===== config.mk =====
export PLATFORM = sky130hd
export DESIGN_NAME = fifo_with_negative_purge_unit
export DESIGN_NICKNAME = d
export VERILOG_FILES = /design/src/rtl/fnp_pkg.sv /design/src/rtl/fnp_ram.sv /design/src/rtl/fnp_ctrl.sv /design/src/rtl/fnp_dpath.sv /design/src/rtl/fifo_with_negative_purge_unit.sv
export SDC_FILE = /design/constraint.sdc
export NUM_CORES = 1
export LEC_CHECK = 0
export BUFFER_PORTS_ARGS = -buffer_cell sky130_fd_sc_hd__buf_2
export CAP_MARGIN = 20
export CORE_MARGIN = 8
export CORE_UTILIZATION = 40
export DETAILED_ROUTE_END_ITERATION = 7
export PLACE_DENSITY = 0.62
export REMOVE_ABC_BUFFERS = 1
export SLEW_MARGIN = 20
export SYNTH_ARGS = -nofsm -noshare
export SYNTH_HDL_FRONTEND = slang
export SYNTH_HIERARCHICAL = 1
export SYNTH_SLANG_ARGS = --single-unit
export TNS_END_PERCENT = 20

===== constraint.sdc =====
create_clock -name clk -period 6.7 [get_ports clk]
set_input_delay 1.34 -clock clk [delete_from_list [all_inputs] [get_ports clk]]
set_output_delay 1.34 -clock clk [all_outputs]
set_load 0.005 [all_outputs]

===== src/rtl/fnp_pkg.sv =====
// Shared types and constants of the queue block with negative purge.
// Depends on nothing; used by every module of the block but the RAM.
package fnp_pkg;

  localparam int WORD_W = 32;
  localparam int LEN_W  = 6;

  typedef enum logic [1:0] {
    ACT_PUSH  = 2'd0,
    ACT_POP   = 2'd1,
    ACT_DUMP  = 2'd2,
    ACT_PURGE = 2'd3
  } action_t;

  typedef enum logic [1:0] {
    ST_OK    = 2'd0,
    ST_EMPTY = 2'd1,
    ST_FULL  = 2'd2
  } status_t;

  typedef enum logic [2:0] {
    S_IDLE,
    S_DISPATCH,
    S_DUMP_RD,
    S_DUMP_OUT,
    S_PURGE_RD,
    S_PURGE_CHK,
    S_REPORT
  } state_t;

  // Commands from the controller to the datapath.
  typedef struct packed {
    logic capture;     // latch the incoming request
    logic exec_single; // apply push or pop and record the request status
    logic walk_start;  // clear the walk counters
    logic rd_issue;    // read the entry under the walk counter
    logic walk_next;   // advance the walk counter
    logic purge_keep;  // write back the entry read if it is not negative
    logic purge_done;  // take the kept count as the new occupancy
    logic load_item;   // load a dump entry into the output register
    logic load_status; // load a single status result
  } cmd_t;

  // Status from the datapath to the controller.
  typedef struct packed {
    action_t action;
    logic    empty;
    logic    walk_last;
    logic    out_free;
  } stat_t;

endpackage


===== src/rtl/fnp_ram.sv =====
// Generic single-port-write, single-port-read RAM with registered read.
// Depends on nothing.
module fnp_ram #(
  parameter int WIDTH = 32,
  parameter int DEPTH = 32
) (
  input  logic                                  clk,
  input  logic                                  we,
  input  logic [(DEPTH > 1 ? $clog2(DEPTH) : 1)-1:0] waddr,
  input  logic [WIDTH-1:0]                      wdata,
  input  logic                                  re,
  input  logic [(DEPTH > 1 ? $clog2(DEPTH) : 1)-1:0] raddr,
  output logic [WIDTH-1:0]                      rdata
);

  logic [WIDTH-1:0] mem [DEPTH];

  always_ff @(posedge clk) begin
    if (we) begin
      mem[waddr] <= wdata;
    end
    if (re) begin
      rdata <= mem[raddr];
    end
  end

endmodule


===== src/rtl/fnp_ctrl.sv =====
// Controller state machine of the queue block: sequences each request.
// Depends on fnp_pkg.
module fnp_ctrl (
  input  logic          clk,
  input  logic          rst,
  input  logic          s_tvalid,
  output logic          s_tready,
  input  fnp_pkg::stat_t stat,
  output fnp_pkg::cmd_t  cmd
);
  import fnp_pkg::*;

  state_t state;
  state_t state_next;

  always_ff @(posedge clk) begin
    if (rst) begin
      state <= S_IDLE;
    end else begin
      state <= state_next;
    end
  end

  always_comb begin
    state_next = state;
    unique case (state)
      S_IDLE: begin
        if (s_tvalid) state_next = S_DISPATCH;
      end
      S_DISPATCH: begin
        unique case (stat.action)
          ACT_DUMP:  state_next = stat.empty ? S_REPORT : S_DUMP_RD;
          ACT_PURGE: state_next = stat.empty ? S_REPORT : S_PURGE_RD;
          default:   state_next = S_REPORT;
        endcase
      end
      S_DUMP_RD: state_next = S_DUMP_OUT;
      S_DUMP_OUT: begin
        if (stat.out_free) state_next = stat.walk_last ? S_IDLE : S_DUMP_RD;
      end
      S_PURGE_RD:  state_next = S_PURGE_CHK;
      S_PURGE_CHK: state_next = stat.walk_last ? S_REPORT : S_PURGE_RD;
      S_REPORT: begin
        if (stat.out_free) state_next = S_IDLE;
      end
      default: state_next = S_IDLE;
    endcase
  end

  always_comb begin
    cmd      = '0;
    s_tready = 1'b0;
    unique case (state)
      S_IDLE: begin
        s_tready    = 1'b1;
        cmd.capture = s_tvalid;
      end
      S_DISPATCH: begin
        if ((stat.action == ACT_DUMP || stat.action == ACT_PURGE) && !stat.empty) begin
          cmd.walk_start = 1'b1;
        end else begin
          cmd.exec_single = 1'b1;
        end
      end
      S_DUMP_RD:  cmd.rd_issue = 1'b1;
      S_DUMP_OUT: begin
        cmd.load_item = stat.out_free;
        cmd.walk_next = stat.out_free && !stat.walk_last;
      end
      S_PURGE_RD: cmd.rd_issue = 1'b1;
      S_PURGE_CHK: begin
        cmd.purge_keep = 1'b1;
        cmd.walk_next  = !stat.walk_last;
        cmd.purge_done = stat.walk_last;
      end
      S_REPORT: cmd.load_status = stat.out_free;
      default: ;
    endcase
  end

endmodule


===== src/rtl/fnp_dpath.sv =====
// Datapath of the queue block: pointers, walk counters, entry RAM, output register.
// Depends on fnp_pkg and fnp_ram.
module fnp_dpath #(
  parameter int DEPTH = 32
) (
  input  logic                         clk,
  input  logic                         rst,
  input  fnp_pkg::cmd_t                cmd,
  output fnp_pkg::stat_t               stat,
  input  logic [1:0]                   in_action,
  input  logic [fnp_pkg::WORD_W-1:0]   in_value,
  input  logic                         out_ready,
  output logic                         out_valid,
  output logic [1:0]                   out_status,
  output logic [fnp_pkg::WORD_W-1:0]   out_item,
  output logic [fnp_pkg::LEN_W-1:0]    out_len,
  output logic                         out_last
);
  import fnp_pkg::*;

  localparam int IDX_W = (DEPTH > 1) ? $clog2(DEPTH) : 1;
  localparam int OCC_W = $clog2(DEPTH + 1);

  logic [IDX_W-1:0]  head;
  logic [OCC_W-1:0]  occ;
  logic [IDX_W-1:0]  walk_i;
  logic [OCC_W-1:0]  kept;
  action_t           action;
  logic [WORD_W-1:0] value;
  status_t           status;
  status_t           status_q;

  logic              empty;
  logic              full;
  logic              walk_last;
  logic              out_free;
  logic              keep_now;
  logic              ram_we;
  logic [IDX_W-1:0]  ram_waddr;
  logic [WORD_W-1:0] ram_wdata;
  logic [IDX_W-1:0]  ram_raddr;
  logic [WORD_W-1:0] ram_rdata;
  logic [OCC_W+LEN_W-1:0] len_ext;

  // Position offset entries past base, wrapped modulo DEPTH.
  function automatic logic [IDX_W-1:0] wrap_add(input logic [IDX_W-1:0] base,
                                                input logic [IDX_W-1:0] off);
    logic [IDX_W:0] sum;
    sum = {1'b0, base} + {1'b0, off};
    if (sum >= (IDX_W + 1)'(DEPTH)) sum = sum - (IDX_W + 1)'(DEPTH);
    return sum[IDX_W-1:0];
  endfunction

  assign empty     = (occ == '0);
  assign full      = (occ == OCC_W'(DEPTH));
  assign walk_last = ((OCC_W'(walk_i) + OCC_W'(1)) == occ);
  assign out_free  = !out_valid || out_ready;
  assign keep_now  = cmd.purge_keep && !ram_rdata[WORD_W-1];

  always_comb begin
    stat.action    = action;
    stat.empty     = empty;
    stat.walk_last = walk_last;
    stat.out_free  = out_free;
  end

  always_comb begin
    if (action == ACT_PUSH && full)                status = ST_FULL;
    else if (action != ACT_PUSH && empty)          status = ST_EMPTY;
    else                                           status = ST_OK;
  end

  // One write port serves both push and purge compaction; they never overlap.
  always_comb begin
    if (cmd.purge_keep) begin
      ram_we    = keep_now;
      ram_waddr = wrap_add(head, kept[IDX_W-1:0]);
      ram_wdata = ram_rdata;
    end else begin
      ram_we    = cmd.exec_single && action == ACT_PUSH && !full;
      ram_waddr = wrap_add(head, occ[IDX_W-1:0]);
      ram_wdata = value;
    end
  end

  assign ram_raddr = wrap_add(head, walk_i);

  fnp_ram #(
    .WIDTH (WORD_W),
    .DEPTH (DEPTH)
  ) u_ram (
    .clk   (clk),
    .we    (ram_we),
    .waddr (ram_waddr),
    .wdata (ram_wdata),
    .re    (cmd.rd_issue),
    .raddr (ram_raddr),
    .rdata (ram_rdata)
  );

  always_ff @(posedge clk) begin
    if (cmd.capture) begin
      action <= action_t'(in_action);
      value  <= in_value;
    end
    if (cmd.exec_single) status_q <= status;
    if (cmd.walk_start)  status_q <= ST_OK;
  end

  always_ff @(posedge clk) begin
    if (rst) begin
      head   <= '0;
      occ    <= '0;
      walk_i <= '0;
      kept   <= '0;
    end else begin
      if (cmd.exec_single) begin
        if (action == ACT_PUSH && !full) begin
          occ <= occ + OCC_W'(1);
        end else if (action == ACT_POP && !empty) begin
          head <= wrap_add(head, IDX_W'(1));
          occ  <= occ - OCC_W'(1);
        end
      end
      if (cmd.walk_start) begin
        walk_i <= '0;
        kept   <= '0;
      end
      if (cmd.walk_next) walk_i <= walk_i + IDX_W'(1);
      if (keep_now)      kept   <= kept + OCC_W'(1);
      if (cmd.purge_done) occ   <= kept + OCC_W'(keep_now);
    end
  end

  assign len_ext = {{LEN_W{1'b0}}, occ};

  always_ff @(posedge clk) begin
    if (rst) begin
      out_valid <= 1'b0;
    end else if (cmd.load_item || cmd.load_status) begin
      out_valid <= 1'b1;
    end else if (out_ready) begin
      out_valid <= 1'b0;
    end
  end

  always_ff @(posedge clk) begin
    if (cmd.load_item) begin
      out_status <= ST_OK;
      out_item   <= ram_rdata;
      out_len    <= len_ext[LEN_W-1:0];
      out_last   <= walk_last;
    end else if (cmd.load_status) begin
      out_status <= status_q;
      out_item   <= '0;
      out_len    <= len_ext[LEN_W-1:0];
      out_last   <= 1'b1;
    end
  end

endmodule


===== src/rtl/fifo_with_negative_purge_unit.sv =====
// Top level of the bounded word queue with in-place purge of negative entries.
// Depends on fnp_pkg, fnp_ctrl, fnp_dpath (and fnp_ram through the datapath).
//
//  channel | dir | tdata (low bit first)          | tuser      | tlast
//  --------+-----+--------------------------------+------------+-----------
//  s_*     | in  | value[31:0], 8'b0 pad          | action     | -
//  m_*     | out | item[31:0], length[37:32], pad | status     | last
//
// Push, pop, any empty-queue request: dispatch, report. Dump reads and outputs
// each entry; purge reads and checks each, then reports. The pace
// is set by the single read port of the entry RAM and its registered read data.
// Reset (rst, synchronous) empties the queue; entry contents are not cleared.
// A request is taken only between requests; a held result stalls the dump
// walk, and the next request is accepted while the final result still waits.
module fifo_with_negative_purge_unit #(
  parameter int DEPTH = 32
) (
  input  logic        clk,
  input  logic        rst,
  input  logic        s_tvalid,
  output logic        s_tready,
  input  logic [39:0] s_tdata,  // [31:0] value, [39:32] zero pad
  input  logic [1:0]  s_tuser,  // [1:0] action
  output logic        m_tvalid,
  input  logic        m_tready,
  output logic [39:0] m_tdata,  // [31:0] item, [37:32] length, [39:38] zero pad
  output logic [1:0]  m_tuser,  // [1:0] status
  output logic        m_tlast
);
  import fnp_pkg::*;

  cmd_t              cmd;
  stat_t             stat;
  logic [WORD_W-1:0] out_item;
  logic [LEN_W-1:0]  out_len;

  // Sequence each request: dispatch, then walk the entries, report, or both.
  fnp_ctrl u_ctrl (
    .clk      (clk),
    .rst      (rst),
    .s_tvalid (s_tvalid),
    .s_tready (s_tready),
    .stat     (stat),
    .cmd      (cmd)
  );

  // Hold the pointers, the entry store and the output register.
  fnp_dpath #(
    .DEPTH (DEPTH)
  ) u_dpath (
    .clk        (clk),
    .rst        (rst),
    .cmd        (cmd),
    .stat       (stat),
    .in_action  (s_tuser),
    .in_value   (s_tdata[WORD_W-1:0]),
    .out_ready  (m_tready),
    .out_valid  (m_tvalid),
    .out_status (m_tuser),
    .out_item   (out_item),
    .out_len    (out_len),
    .out_last   (m_tlast)
  );

  // Pack the result: item low, length above it, zero pad to whole bytes.
  assign m_tdata = {2'b00, out_len, out_item};

endmodule


**Word level (Yosys, flattened, before mapping)**

Memories as Yosys holds them, arrays and structs flattened. A register that Yosys moved wholly into a read port is not among the register bits.
Index checks and enable logic that the tools add are counted.
Widths: inputs -> output; s select.

- Register bits after elaboration: 103
- RAM bits: 1024
- Input bits: 46
- Logic and storage cells: 124
- Memories kept: 1

Memories:

| memory | words | width | read ports | clocked after Yosys merged registers in | write ports | line | source |
|---|---|---|---|---|---|---|---|
| u_dpath.u_ram.mem | 32 | 32 | 1 | 1 | 1 | fnp_ram.sv:16 | `logic [WIDTH-1:0] mem [DEPTH];` |

- Add/sub/neg operators: 14
- Order comparisons: 4
- Eq/ne operators: 14
- Mux-type cells: 46
- Bitwise gates (word level): 1
- Reductions and logical operators: 31

Operator list:

| kind | count |
|---|---|
| $mux 32 | 3 |
| $mux 6 | 8 |
| $mux 5 | 7 |
| $ge 6x6->1 const B | 4 |
| $pmux 3 s7 | 1 |
| $sub 5x1->5 const B | 4 |
| $add 5x5->6 | 3 |
| $mux 1 | 15 |
| $add 5x1->6 const B | 2 |
| $add 6x1->6 const B | 2 |
| $mux 2 | 6 |
| $mux 3 | 4 |
| $reduce_bool 2->1 | 6 |
| $eq 3x3->1 const B | 3 |
| $logic_and 1x1->1 | 9 |
| $add 6x1->6 | 1 |
| $eq 3x2->1 const B | 2 |
| $eq 6x6->1 | 1 |
| $eq 6x6->1 const B | 1 |
| $logic_not 6->1 | 1 |
| $pmux 3 s2 | 1 |
| $reduce_and 3->1 | 2 |
| $sub 6x1->6 const B | 1 |
| $add 5x1->5 const B | 1 |
| 14 further kinds | 22 |

**Depth between registers and ports, before layout**

Gate-level depths: netlist of run 1.

- Depth after elaboration: 10
- Gate-level depth with buffers: 15
- Depth with buffers taken out: 13

**Hierarchy**

The synthesis of run 1 kept the hierarchy.

Modules (own cells, without submodules):

| module | times used | cells each | area an instance (µm²) |
|---|---|---|---|
| fnp_ram | 1 | 2260 | 40805.4 |
| fnp_dpath | 1 | 379 | 4790.8 |
| fnp_ctrl | 1 | 42 | 321.6 |
| fifo_with_negative_purge_unit | 1 | 3 | 18.8 |

**Worst setup path before layout of run 1**

No wires, ideal clock.

- Path kind: flip-flop to flip-flop
- From: register u_ctrl.state[2]
- To: memory u_dpath.u_ram.mem[18][0] (enable)
- Setup time: 0.421 ns
- Arrival: 4.584 ns
- Setup slack: 1.695 ns
- Cell stages (with the launch flop): 15
- Path through: dfxtp_1 buf_4 and2_1 buf_1 buf_2 mux2_2 ha_1 inv_1 fa_1 inv_1 a21o_1 a21oi_1 xnor2_1 or3b_2 nor2_1

RTL lines:

| item | line | source |
|---|---|---|
| start, declared | fnp_ctrl.sv:13 | `state_t state;` |
| start signal, assigned | fnp_ctrl.sv:20 | `state <= state_next;` |
| end, declared | fnp_ram.sv:16 |  |

==> impl_metrics.sql, run 1 <==
INSERT INTO impl_metrics (metric_group, metric, value, unit) VALUES
('run_status', 'status', 'complete, no violations', ''),
('yosys', 'syn-instance-count', '2684', ''),
('setup_path', 'setup.worst_path.start', 'u_ctrl/state[0]$_SDFFE_PP0P_', ''),
('clock_tree', 'clock_transition_at_the_registers_of_the_reported_paths', '0.06', 'ns'),
('yosys', 'ys_seq_elements', '1159', ''),
('timing', 'timing.slew.headroom', '24.40', '%'),
('timing', 'timing.final.crit_period', '5.216', 'ns'),
('setup_path', 'worst_r2r_startpoint', 'u_ctrl/state[0]$_SDFFE_PP0P_', ''),
('die', 'placementRows', '124', ''),
('yosys', 'synth-edff-count', '1129', ''),
('placed_design', 'place_congestion', '0.7841', ''),
('timing', 'fin_hold_ws', '0.4859', 'ns'),
('setup_path', 'worst-endpoint-arrival', '5.57', 'ns'),
('pwr', 'p_total', '15.86', 'mW'),
('die', 'start_util', '40.23', '%'),
('pwr', 'swShare', '23.14', '%'),
('placed_design', 'postPlaceCellArea', '48120', 'µm²'),
('detailed_routing', 'wire_per_inst', '24.22', 'µm'),
('yosys', 'synth.cell_area', '45940', 'µm²'),
('timing', 'setup_viol', '0', ''),
('die', 'io_pins', '91', ''),
('clock_tree', 'tritoncts_num_sinks', '1159', ''),
('clock_tree', 'cts_repair_resize_count', '0', ''),
('finish', 'final_core_util', '45.12', '%'),
('detailed_routing', 'drcViolationCount', '0', ''),
('clock_tree', 'clock_path_buffers', '3', ''),
('die', 'core_region_area', '114200', 'µm²'),
('yosys', 'netlist.area_leader.share', '73.80', '%'),
('timing', 'slew_at_the_pin_with_the_worst_max_slew_slack', '1.131', 'ns'),
('clock_tree', 'number_of_buffers_added_by_the_clock_tree_synthesis_step', '109', ''),
('pwr', 'power.sequential.fraction', '53.4', '%'),
('detailed_routing', 'highest_layer', 'met5', ''),
('finish', 'final-seq-area', '34500', 'µm²'),
('clock_tree', 'holdBufCountCts', '0', ''),
('pwr', 'power_frac_comb', '9.5', '%'),
('pwr', 'powerDensity', '307.8', 'nW/µm²'),
('run', 'max_cap_viol_count', '0', ''),
('setup_path', 'cp_max_fo', '36', ''),
('detailed_routing', 'via_count', '23930', ''),
('detailed_routing', 'routed_wirelength', '106200', 'µm'),
('timing', 'max_freq', '0.1917', 'GHz'),
('die', 'die_y', '354.9', 'µm'),
('detailed_routing', 'met2_length', '50680', 'µm'),
('clock_tree', 'clock-root-buffer', 'clkbuf_16', ''),
('pwr', 'power.net_switching', '3.670', 'mW'),
('timing', 'slew_violations', '0', ''),
('grt', 'first_global_vias', '24040', ''),
('setup_path', 'timing.critical_path.from_type', 'register', ''),
('setup_path', 'critPathCaptureType', 'register', ''),
('detailed_routing', 'route.detailed.vias_per_inst', '5.456', ''),
('pwr', 'p_int', '12.19', 'mW'),
('setup_path', 'worstSetupPathType', 'reg -> reg', ''),
('finish', 'post_route_cells_drive_above_1_share', '13.13', '%'),
('yosys', 'syn_area_per_cell', '17.11', 'µm²'),
('yosys', 'ys_async_sr_fraction', '0', '%'),
('detailed_routing', 'number_of_drc_markers_in_iteration_0', '2279', ''),
('pwr', 'power.leakage', '15.77', 'nW'),
('timing', 'rsz0062_at_grt', 'no', ''),
('timing', 'timing.final.crit_share', '77.85', '%'),
('setup_path', 'critical_path_required', '7.05', 'ns'),
('pwr', 'power.clock.fraction', '37.1', '%'),
('yosys', 'synth.distinct_cells', '54', ''),
('placed_design', 'dp_cells', '4182', ''),
('finish', 'final_net_count', '2848', ''),
('yosys', 'yosys-top-cells-area', 'edfxtp_1 74%, mux2i_1 11%, a22oi_1 1.6%, dfxtp_1 1.3%, a21oi_1 1.3%', ''),
('finish', 'most_frequent_cells_in_the_layout', '1129 x edfxtp_1, 518 x mux2i_1, 114 x a21oi_1, 112 x clkbuf_16', ''),
('finish', 'nFillCells', '9748', ''),
('yosys', 'yosys_warnings', '6', ''),
('clock_tree', 'clkLatencyLatePin', '0.68', 'ns'),
('worst_hold_path', 'worst_min_path_start', 'u_dpath/status_q[0]$_SDFFE_PP0P_', ''),
('timing', 'number_of_hold_slack_violations_in_the_final_timing_report', '0', '');
stage by stage:
stage / setup TNS [ns] / setup slack, ns
after floorplan: -333.01 / -10.41
after detailed placement: 0 / 1.523
after CTS: 0 / 1.497
after global placement: 0 / 1.717
final: 0 / 1.484
after global routing: 0 / 1.207
cells in the mapped netlist (5+ instances only):
master    number
and2_1        35
ha_1          18
edfxtp_1    1129
nand2_1      109
xor2_1         9
a21o_1         8
clkbuf_1      56
mux2_2        35
nand3_1      108
a211oi_1       7
inv_1         13
buf_1          6
a22oi_1       97
nor3_1        41
nand3b_1       9
a22o_1        64
buf_2         31
xnor2_1       21
buf_4         39
o21ai_0        7
mux2i_1      518
a21oi_1      115
nor2_1        62
nor3b_1        5
nand2b_1      14
dfxtp_1       30
buf_6         17
nor2b_1        6
a31oi_1       33
path summary, 6_finish.rpt:
check                                  endpoint  slack, ns  depth (start not counted)
max reg2reg  u_dpath/u_ram/mem[11][1]$_DFFE_PP_       1.48                          8
min            u_dpath/status_q[0]$_SDFFE_PP0P_       0.49                          2
max          u_dpath/u_ram/mem[11][1]$_DFFE_PP_       1.48                          8
min reg2reg    u_dpath/status_q[0]$_SDFFE_PP0P_       0.49                          2
cells by family after synthesis:
group           after synthesis  share of synthesized area (%)
compound gates              346                          5.153
xor+xnor                     30                         0.5720
fa+ha+maj                    21                         0.6210
buf+inv                     164                          2.037
flops                      1159                          75.11
mux                         553                          12.15
other cells                   1                       0.008163
simple gates                410                          4.353
critical path, cell delays in order (launching register included):
cell      delay [ns]
dfxtp_1         0.64
nor2b_1         0.27
and2_2          0.26
buf_4           0.67
nand2b_1        0.36
o21ai_0         0.33
nand3_1         0.89
nor2_4          1.00
buf_4           0.40
sequential cells by signal (all words and copies together) (netlist names):
| name | cells |
|---|---|
| u_ctrl/state | 3 |
| u_dpath/action | 2 |
| u_dpath/head | 5 |
| u_dpath/kept | 6 |
| u_dpath/occ | 6 |
| u_dpath/out_item | 32 |
| u_dpath/out_last | 1 |
| u_dpath/out_len | 6 |
| u_dpath/out_status | 2 |
| u_dpath/out_valid | 1 |
| u_dpath/status_q | 2 |
| u_dpath/u_ram/mem | 1024 |
| u_dpath/u_ram/rdata | 32 |
| u_dpath/value | 32 |
| u_dpath/walk_i | 5 |
layout make-up:
cell class | instances | area share, %
antenna | 3 | 0.01457
timing repair buffer | 136 | 1.690
clock buffer | 133 | 5.593
tap | 1512 | 3.672
clock inverter | 68 | 1.008
multi-input combinational | 1362 | 20.96
sequential | 1159 | 66.96
inverter | 13 | 0.09471
per-layer routing:
layer  vias to the layer above  track usage [%]
met5                         -                0
met4                         4            4.594
met3                       154            3.539
met2                       729            26.88
met1                     12300            22.03
li1                      10750                -
power groups by stage:
stage | Clock [mW] | Sequential (mW) | Combinational [mW]
global placement | 0 | 8.61 | 1.47
global route | 6.29 | 8.47 | 1.63
finish | 5.89 | 8.46 | 1.51
CTS | 6.01 | 8.46 | 1.52
floorplan | 0 | 8.58 | 1.81
detailed placement | 0 | 8.61 | 1.52
(Power assumes the default switching activity.)
==> run 2: changes to the inputs <==
Clock period 6.7 ns to 5.25 ns, I/O delays scaled along.
==> impl_metrics.sql, run 2 (same netlist as run 1, synthesis figures left out) <==
INSERT INTO impl_metrics (metric_group, metric, value, unit) VALUES
('setup_path', 'critPathCaptureType', 'register', ''),
('pwr', 'power.leakage', '16.06', 'nW'),
('clock_tree', 'cts_repair_resize_count', '0', ''),
('setup_path', 'cp_max_fo', '18', ''),
('setup_path', 'critical-path-top-cell-by-count', 'inv_1', ''),
('finish', 'post_route_cells_drive_above_1_share', '14.61', '%'),
('clock_tree', 'clock-root-buffer', 'clkbuf_16', ''),
('finish', 'layout.cells.most_common', 'edfxtp_1', ''),
('finish', 'most_frequent_cells_in_the_layout', '1129 x edfxtp_1, 518 x mux2i_1, 114 x a21oi_1, 113 x clkbuf_16', ''),
('die', 'die-width', '354.9', 'µm'),
('timing', 'setup_viol', '0', ''),
('finish', 'synthToLayoutAreaGrowth', '13.65', '%'),
('die', 'placementRows', '124', ''),
('detailed_routing', 'route.detailed.vias_per_inst', '5.486', ''),
('detailed_routing', 'dr.pass1.iters', '6', ''),
('setup_path', 'worst_case_register_to_register_setup_slack', '0.72', 'ns'),
('setup_path', 'timing.critical_path.from_type', 'register', ''),
('setup_path', 'cpPeakStageDelay', '0.74', 'ns'),
('finish', 'final_core_util', '45.72', '%'),
('timing', 'tns', '0', 'ns'),
('setup_path', 'reg2regPathDepth', '13', ''),
('placed_design', 'place_congestion', '0.7862', ''),
('timing', 'timing.slew.headroom', '30.46', '%'),
('clock_tree', 'clock_transition_at_the_registers_of_the_reported_paths', '0.06', 'ns'),
('pwr', 'swShare', '23.40', '%'),
('detailed_routing', 'routed_wirelength', '107500', 'µm'),
('setup_path', 'timing.critical_path.slowest_stage_cell', 'xnor2_1', ''),
('run', 'max_cap_viol_count', '0', ''),
('grt', 'first_global_vias', '24500', ''),
('finish', 'largest_reg_flops', '1024', ''),
('die', 'start_util', '40.23', '%'),
('run_status', 'status', 'complete, no violations', ''),
('die', 'die_y', '354.9', 'µm'),
('setup_path', 'timing.critical_path.to', 'u_dpath/u_ram/mem[18][5]$_DFFE_PP_', ''),
('timing', 'number_of_hold_slack_violations_in_the_final_timing_report', '0', ''),
('setup_path', 'worstSetupPathType', 'reg -> reg', ''),
('timing', 'max_freq', '0.2207', 'GHz'),
('timing', 'timing.final.crit_period', '4.532', 'ns'),
('grt', 'grt_start_max_net_pins', '96', ''),
('grt', 'first_pass_grt_wire_length', '158500', 'µm'),
('clock_tree', 'cts.repair_timing.setup_buffer_count', '0', ''),
('pwr', 'p_int', '15.58', 'mW'),
('timing', 'fin_hold_ws', '0.4713', 'ns'),
('timing', 'slew_violations', '0', ''),
('clock_tree', 'clock_path_buffers', '3', ''),
('clock_tree', 'tritoncts', 'done', ''),
('timing', 'timing.final.crit_share', '86.32', '%'),
('setup_path', 'r2r-end', 'u_dpath/u_ram/mem[18][5]$_DFFE_PP_', ''),
('pwr', 'power_frac_comb', '9.5', '%'),
('die', 'fp.dieArea', '125900', 'µm²'),
('timing', 'slew_at_the_pin_with_the_worst_max_slew_slack', '1.043', 'ns'),
('clock_tree', 'clkLatencyLatePin', '0.69', 'ns'),
('die', 'io_pins', '91', ''),
('clock_tree', 'holdBufCountCts', '0', ''),
('die', 'core_region_area', '114200', 'µm²'),
('finish', 'top_register', 'u_dpath/u_ram/mem', ''),
('clock_tree', 'cts_max_level', '3', ''),
('setup_path', 'critical_path_required', '5.60', 'ns'),
('grt', 'grt_use_total', '16.52', '%'),
('timing', 'rsz0062_at_grt', 'no', ''),
('pwr', 'powerDensity', '389.5', 'nW/µm²'),
('timing', 'final.setup_skew', '0.03325', 'ns'),
('grt', 'initial_antenna_violation_count', '8', ''),
('setup_path', 'worst_r2r_startpoint', 'u_ctrl/state[0]$_SDFFE_PP0P_', ''),
('finish', 'final_net_count', '2888', ''),
('detailed_routing', 'drtAntennaViolNets', '0', ''),
('setup_path', 'cp_cell_sequence', 'nor2b_1 > and2_2 > mux2_2 > ha_1 > inv_1 > fa_1 > inv_1 > a21o_1 > a21oi_1 > xnor2_1 > or3b_2 > nor2_4 > buf_4', ''),
('detailed_routing', 'number_of_drc_markers_in_iteration_0', '2131', ''),
('setup_path', 'worst_path_dominant_cell_family', 'simple AND/OR/NAND/NOR gates', ''),
('worst_hold_path', 'worst_hold_path_type', 'reg -> reg', ''),
('setup_path', 'worst-endpoint-arrival', '4.88', 'ns'),
('setup_path', 'setup.worst_path.start', 'u_ctrl/state[0]$_SDFFE_PP0P_', ''),
('clock_tree', 'number_of_buffers_added_by_the_clock_tree_synthesis_step', '112', ''),
('detailed_routing', 'via_count', '24320', ''),
('pwr', 'max-vdd-ir-drop', '0.2609', 'mV'),
('pwr', 'power.clock.fraction', '37.4', '%'),
('detailed_routing', 'wire_per_inst', '24.24', 'µm'),
('placed_design', 'count_of_input_and_output_buffers', '80', ''),
('setup_path', 'path_buf_inv', '3', ''),
('clock_tree', 'tritoncts_num_sinks', '1159', ''),
('detailed_routing', 'drcViolationCount', '0', ''),
('pwr', 'power.sequential.fraction', '53.1', '%'),
('placed_design', 'dpl.hpwl', '61790', 'µm'),
('pwr', 'power.net_switching', '4.757', 'mW'),
('grt', 'grt.overflow.total', '0', ''),
('setup_path', 'critical_path_depth', '13', '');
-- run 2: cell count changes in the layout (fill, tap and decap cells not counted), moves of 2 or more --
cell | before | now
clkinvlp_4 | 2 | 5
clkinv_2 | 23 | 31
clkinv_1 | 31 | 26
buf_12 | 4 | 30
diode_2 | 3 | 5
buf_4 | 52 | 63
-- run 2: power by group through the flow --
stage	Combinational, mW	Sequential [mW]	Clock, mW
after global routing	2.09	10.8	8.10
after global placement	1.88	11.0	0
final	1.94	10.8	7.60
after floorplan	2.32	10.9	0
after detailed placement	1.95	11.0	0
after CTS	1.95	10.8	7.78
-- run 2: how the worst min path moves through the flow --
stage / slack, ns / cells past startpoint / endpoint / startpoint
global route: 0.50 / 1 / u_dpath/value[17]$_DFFE_PP_ / s_tdata[17]
floorplan: 0.45 / 2 / u_dpath/status_q[0]$_SDFFE_PP0P_ / u_dpath/status_q[0]$_SDFFE_PP0P_
finish: 0.47 / 2 / u_dpath/status_q[0]$_SDFFE_PP0P_ / u_dpath/status_q[0]$_SDFFE_PP0P_
global placement: 0.47 / 2 / u_dpath/status_q[0]$_SDFFE_PP0P_ / u_dpath/status_q[0]$_SDFFE_PP0P_
detailed placement: 0.47 / 2 / u_dpath/status_q[0]$_SDFFE_PP0P_ / u_dpath/status_q[0]$_SDFFE_PP0P_
CTS: 0.48 / 1 / u_dpath/value[17]$_DFFE_PP_ / s_tdata[17]
-- run 2: layout make-up --
type	instances	area, µm²
fillers	9780	61980
flip-flops and latches	1159	34500
multi-input cells	1362	10800
clock buffers	135	2910
well taps	1512	1892
repair buffers	173	1474
clock inverters	74	563.0
inverters	13	48.80
diodes	5	12.51
-- run 2: tightest hold or removal path: stages, from the launching register on --
cell,delay [ns]
dfxtp_1,0.31
nand2b_1,0.06
a21oi_1,0.05
-- run 2: metrics by stage --
step / total power [mW] / instances / area, µm² / setup slack [ns]
4_1_cts: 20.53 / 4428 / 52190 / 0.7865
3_5_place_dp: 12.93 / 4219 / 48720 / 0.8218
6_report: 20.33 / 4433 / 52210 / 0.7183
5_1_grt: 20.99 / 4429 / 52200 / 0.5827
3_3_place_gp: 12.86 / 4219 / 48720 / 0.8058
2_1_floorplan: 13.26 / 2534 / 45050 / -11.86
-- run 2: layer usage --
metal / track usage [%] / wire length, µm / vias up
li1: - / - / 10830
met1: 22.91 / 46840 / 12500
met2: 26.68 / 50560 / 845
met3: 3.258 / 7945 / 140
met4: 4.424 / 2080 / 4
met5: 0 / 23 / -
==> run 3: changes to the inputs <==
Settings changed: ABC_AREA from default to 1, PLACE_DENSITY 0.62 to 0.53.
==> impl_metrics.sql, run 3 <==
INSERT INTO impl_metrics (metric_group, metric, value, unit) VALUES
('detailed_routing', 'number_of_drc_markers_in_iteration_0', '2835', ''),
('detailed_routing', 'dr.pass1.iters', '5', ''),
('setup_path', 'critical_path_required', '5.64', 'ns'),
('yosys', 'synth_flop_cell', 'edfxtp_1', ''),
('pwr', 'power.leakage', '19.84', 'nW'),
('detailed_routing', 'drcViolationCount', '0', ''),
('placed_design', 'detailedPlace.worstSlack', '0.8320', 'ns'),
('yosys', 'post-synth-top-area-cell', 'edfxtp_1', ''),
('setup_path', 'cp_cell_sequence', 'nand2_1 > nor2_4 > inv_2 > or2_2 > o21ai_0 > inv_1 > ha_1 > nand3_1 > nand2_1 > xor2_1 > nand3_1 > nor2_4 > buf_4', ''),
('setup_path', 'reg2regPathDepth', '13', ''),
('setup_path', 'timing.critical_path.from_type', 'register', ''),
('die', 'die_y', '362.2', 'µm'),
('setup_path', 'worst-endpoint-arrival', '4.83', 'ns'),
('timing', 'setup_viol', '0', ''),
('pwr', 'p_int', '16.98', 'mW'),
('clock_tree', 'holdBufCountCts', '0', ''),
('pwr', 'max-vdd-ir-drop', '0.2786', 'mV'),
('grt', 'first_pass_grt_wire_length', '194900', 'µm'),
('detailed_routing', 'wire_per_inst', '22.58', 'µm'),
('timing', 'final.setup_skew', '0.02133', 'ns'),
('finish', 'synthToLayoutAreaGrowth', '12.83', '%'),
('pwr', 'power.clock.fraction', '36.4', '%'),
('run_status', 'status', 'complete, no violations', ''),
('setup_path', 'critPathCaptureType', 'register', ''),
('timing', 'fin_hold_ws', '0.4905', 'ns'),
('timing', 'timing.final.crit_share', '84.58', '%'),
('die', 'fp.dieArea', '131200', 'µm²'),
('clock_tree', 'cts.repair_timing.setup_buffer_count', '0', ''),
('finish', 'post_route_cells_drive_above_1_share', '9.771', '%'),
('grt', 'grt_start_max_net_pins', '228', ''),
('pwr', 'powerDensity', '435.8', 'nW/µm²'),
('yosys', 'syn-instance-count', '4128', ''),
('yosys', 'netlist.area_leader.share', '70.73', '%'),
('timing', 'tns', '0', 'ns'),
('yosys', 'ys_seq_elements', '1159', ''),
('yosys', 'synth_seq_area_share', '71.98', '%'),
('yosys', 'syn_area_per_cell', '11.61', 'µm²'),
('clock_tree', 'cts_max_level', '4', ''),
('yosys', 'yosys-top-cells-area', 'edfxtp_1 71%, nand2_1 13%, nand3_1 8.3%, buf_6 1.6%, dfxtp_1 1.3%', ''),
('die', 'start_util', '40.17', '%'),
('grt', 'first_global_vias', '29150', ''),
('yosys', 'synth.distinct_cells', '42', ''),
('timing', 'slew_violations', '0', ''),
('yosys', 'count_leader_synth', 'nand2_1', ''),
('setup_path', 'worstSetupPathType', 'reg -> reg', ''),
('setup_path', 'critical_path_depth', '13', ''),
('placed_design', 'count_of_input_and_output_buffers', '80', ''),
('yosys', 'ys_async_sr_fraction', '0', '%'),
('clock_tree', 'number_of_buffers_added_by_the_clock_tree_synthesis_step', '131', ''),
('clock_tree', 'tritoncts', 'done', ''),
('die', 'placementRows', '127', ''),
('clock_tree', 'clock-root-buffer', 'clkbuf_16', ''),
('grt', 'initial_antenna_violation_count', '2', ''),
('setup_path', 'cpPeakStageDelay', '0.90', 'ns'),
('setup_path', 'worst_case_register_to_register_setup_slack', '0.81', 'ns'),
('finish', 'final_net_count', '4263', ''),
('pwr', 'power_frac_comb', '16.3', '%'),
('setup_path', 'path_buf_inv', '3', ''),
('timing', 'max_freq', '0.2252', 'GHz'),
('finish', 'nFillCells', '10910', ''),
('setup_path', 'timing.critical_path.slowest_stage_cell', 'nor2_4', ''),
('grt', 'grt.overflow.total', '0', ''),
('die', 'core_region_area', '119300', 'µm²'),
('worst_hold_path', 'timing.hold.worst_path_depth', '1', ''),
('yosys', 'synth.top_cells.by_count', '1637 x nand2_1, 1129 x edfxtp_1, 795 x nand3_1, 88 x buf_2, 86 x inv_1', ''),
('yosys', 'synth.cell_area', '47930', 'µm²'),
('clock_tree', 'tritoncts_num_sinks', '1159', ''),
('detailed_routing', 'drtAntennaViolNets', '0', ''),
('placed_design', 'dpl.hpwl', '68860', 'µm'),
('pwr', 'swShare', '27.96', '%'),
('timing', 'slew_at_the_pin_with_the_worst_max_slew_slack', '1.072', 'ns'),
('timing', 'number_of_hold_slack_violations_in_the_final_timing_report', '0', ''),
('detailed_routing', 'via_count', '30670', ''),
('timing', 'layout_setup_ws', '0.8096', 'ns'),
('placed_design', 'place_congestion', '0.7749', ''),
('pwr', 'power.sequential.fraction', '47.4', '%'),
('die', 'die-width', '362.2', 'µm'),
('die', 'io_pins', '91', ''),
('finish', 'layout.cells.non_filler', '5900', ''),
('timing', 'timing.final.crit_period', '4.440', 'ns'),
('clock_tree', 'clock_transition_at_the_registers_of_the_reported_paths', '0.06', 'ns'),
('timing', 'timing.slew.headroom', '28.56', '%'),
('finish', 'top_register', 'u_dpath/u_ram/mem', ''),
('yosys', 'synth-edff-count', '1129', ''),
('clock_tree', 'clkLatencyLatePin', '0.73', 'ns'),
('setup_path', 'cp_max_fo', '17', ''),
('finish', 'insertedDiodeCount', '0', ''),
('pwr', 'p_total', '23.57', 'mW'),
('clock_tree', 'cts_repair_resize_count', '0', ''),
('finish', 'layout.cells.most_common', 'nand2_1', ''),
('worst_hold_path', 'worst_hold_path_type', 'in -> reg', ''),
('detailed_routing', 'route.detailed.vias_per_inst', '5.198', ''),
('yosys', 'yosys_warnings', '6', ''),
('timing', 'rsz0062_at_grt', 'no', ''),
('grt', 'grt_use_total', '19.91', '%'),
('clock_tree', 'clock_path_buffers', '3', ''),
('run', 'max_cap_viol_count', '0', ''),
('detailed_routing', 'routed_wirelength', '133200', 'µm'),
('setup_path', 'worst_path_dominant_cell_family', 'simple AND/OR/NAND/NOR gates', ''),
('finish', 'most_frequent_cells_in_the_layout', '1628 x nand2_1, 1129 x edfxtp_1, 795 x nand3_1, 140 x clkbuf_16, 83 x inv_1', ''),
('finish', 'largest_reg_flops', '1024', ''),
('placed_design', 'dp_cells', '5669', ''),
('pwr', 'power.net_switching', '6.590', 'mW');
==> run 3: layout make-up <==
type / instances / area [µm²] / area share [%]
tap: 1612 / 2017 / 3.729
clock buffer: 180 / 3684 / 6.811
timing repair buffer: 173 / 1426 / 2.637
inverter: 94 / 391.6 / 0.7241
multi-input combinational: 2637 / 11770 / 21.76
clock inverter: 45 / 294.0 / 0.5437
sequential: 1159 / 34500 / 63.79
==> run 3: power groups by stage <==
stage | Combinational (mW) | Sequential, mW | Clock (mW)
finish | 3.83 | 11.2 | 8.58
global route | 4.31 | 11.2 | 9.11
global placement | 3.78 | 11.4 | 0
CTS | 3.84 | 11.2 | 8.77
floorplan | 2.90 | 11.3 | 0
detailed placement | 3.83 | 11.4 | 0
==> run 3: logic make-up after synthesis <==
group | synth area share, %
simple gates | 22.14
flops | 71.98
buf+inv | 4.187
compound gates | 0.8562
fa+ha+maj | 0.5952
xor+xnor | 0.2375
other cells | 0.007823
==> run 3: per-layer routing <==
layer	global-route usage (%)	vias to the layer above	wire length (µm)	part of all wire, %
met5	0	-	0	0
li1	-	14420	-	-
met1	28.11	15150	59390	45
met2	31.49	910	61640	46
met4	5.609	0	3116	2.3
met3	3.816	191	9076	6.8
==> run 3: path summary, 6_finish.rpt <==
check	startpoint	end
setup reg to reg	u_ctrl/state[0]$_SDFFE_PP0P_	u_dpath/u_ram/mem[11][4]$_DFFE_PP_
hold / removal	s_tdata[7]	u_dpath/value[7]$_DFFE_PP_
hold reg to reg	u_dpath/status_q[0]$_SDFFE_PP0P_	u_dpath/out_status[0]$_SDFFE_PP0P_
setup / recovery	u_ctrl/state[0]$_SDFFE_PP0P_	u_dpath/u_ram/mem[11][4]$_DFFE_PP_
==> run 3: through the flow <==
step                util [%]  cell area (µm²)
global placement       41.86            49950
detailed placement     41.89            49980
global route           45.32            54080
finish                 45.32            54080
CTS                    45.22            53960
floorplan                  -            46290
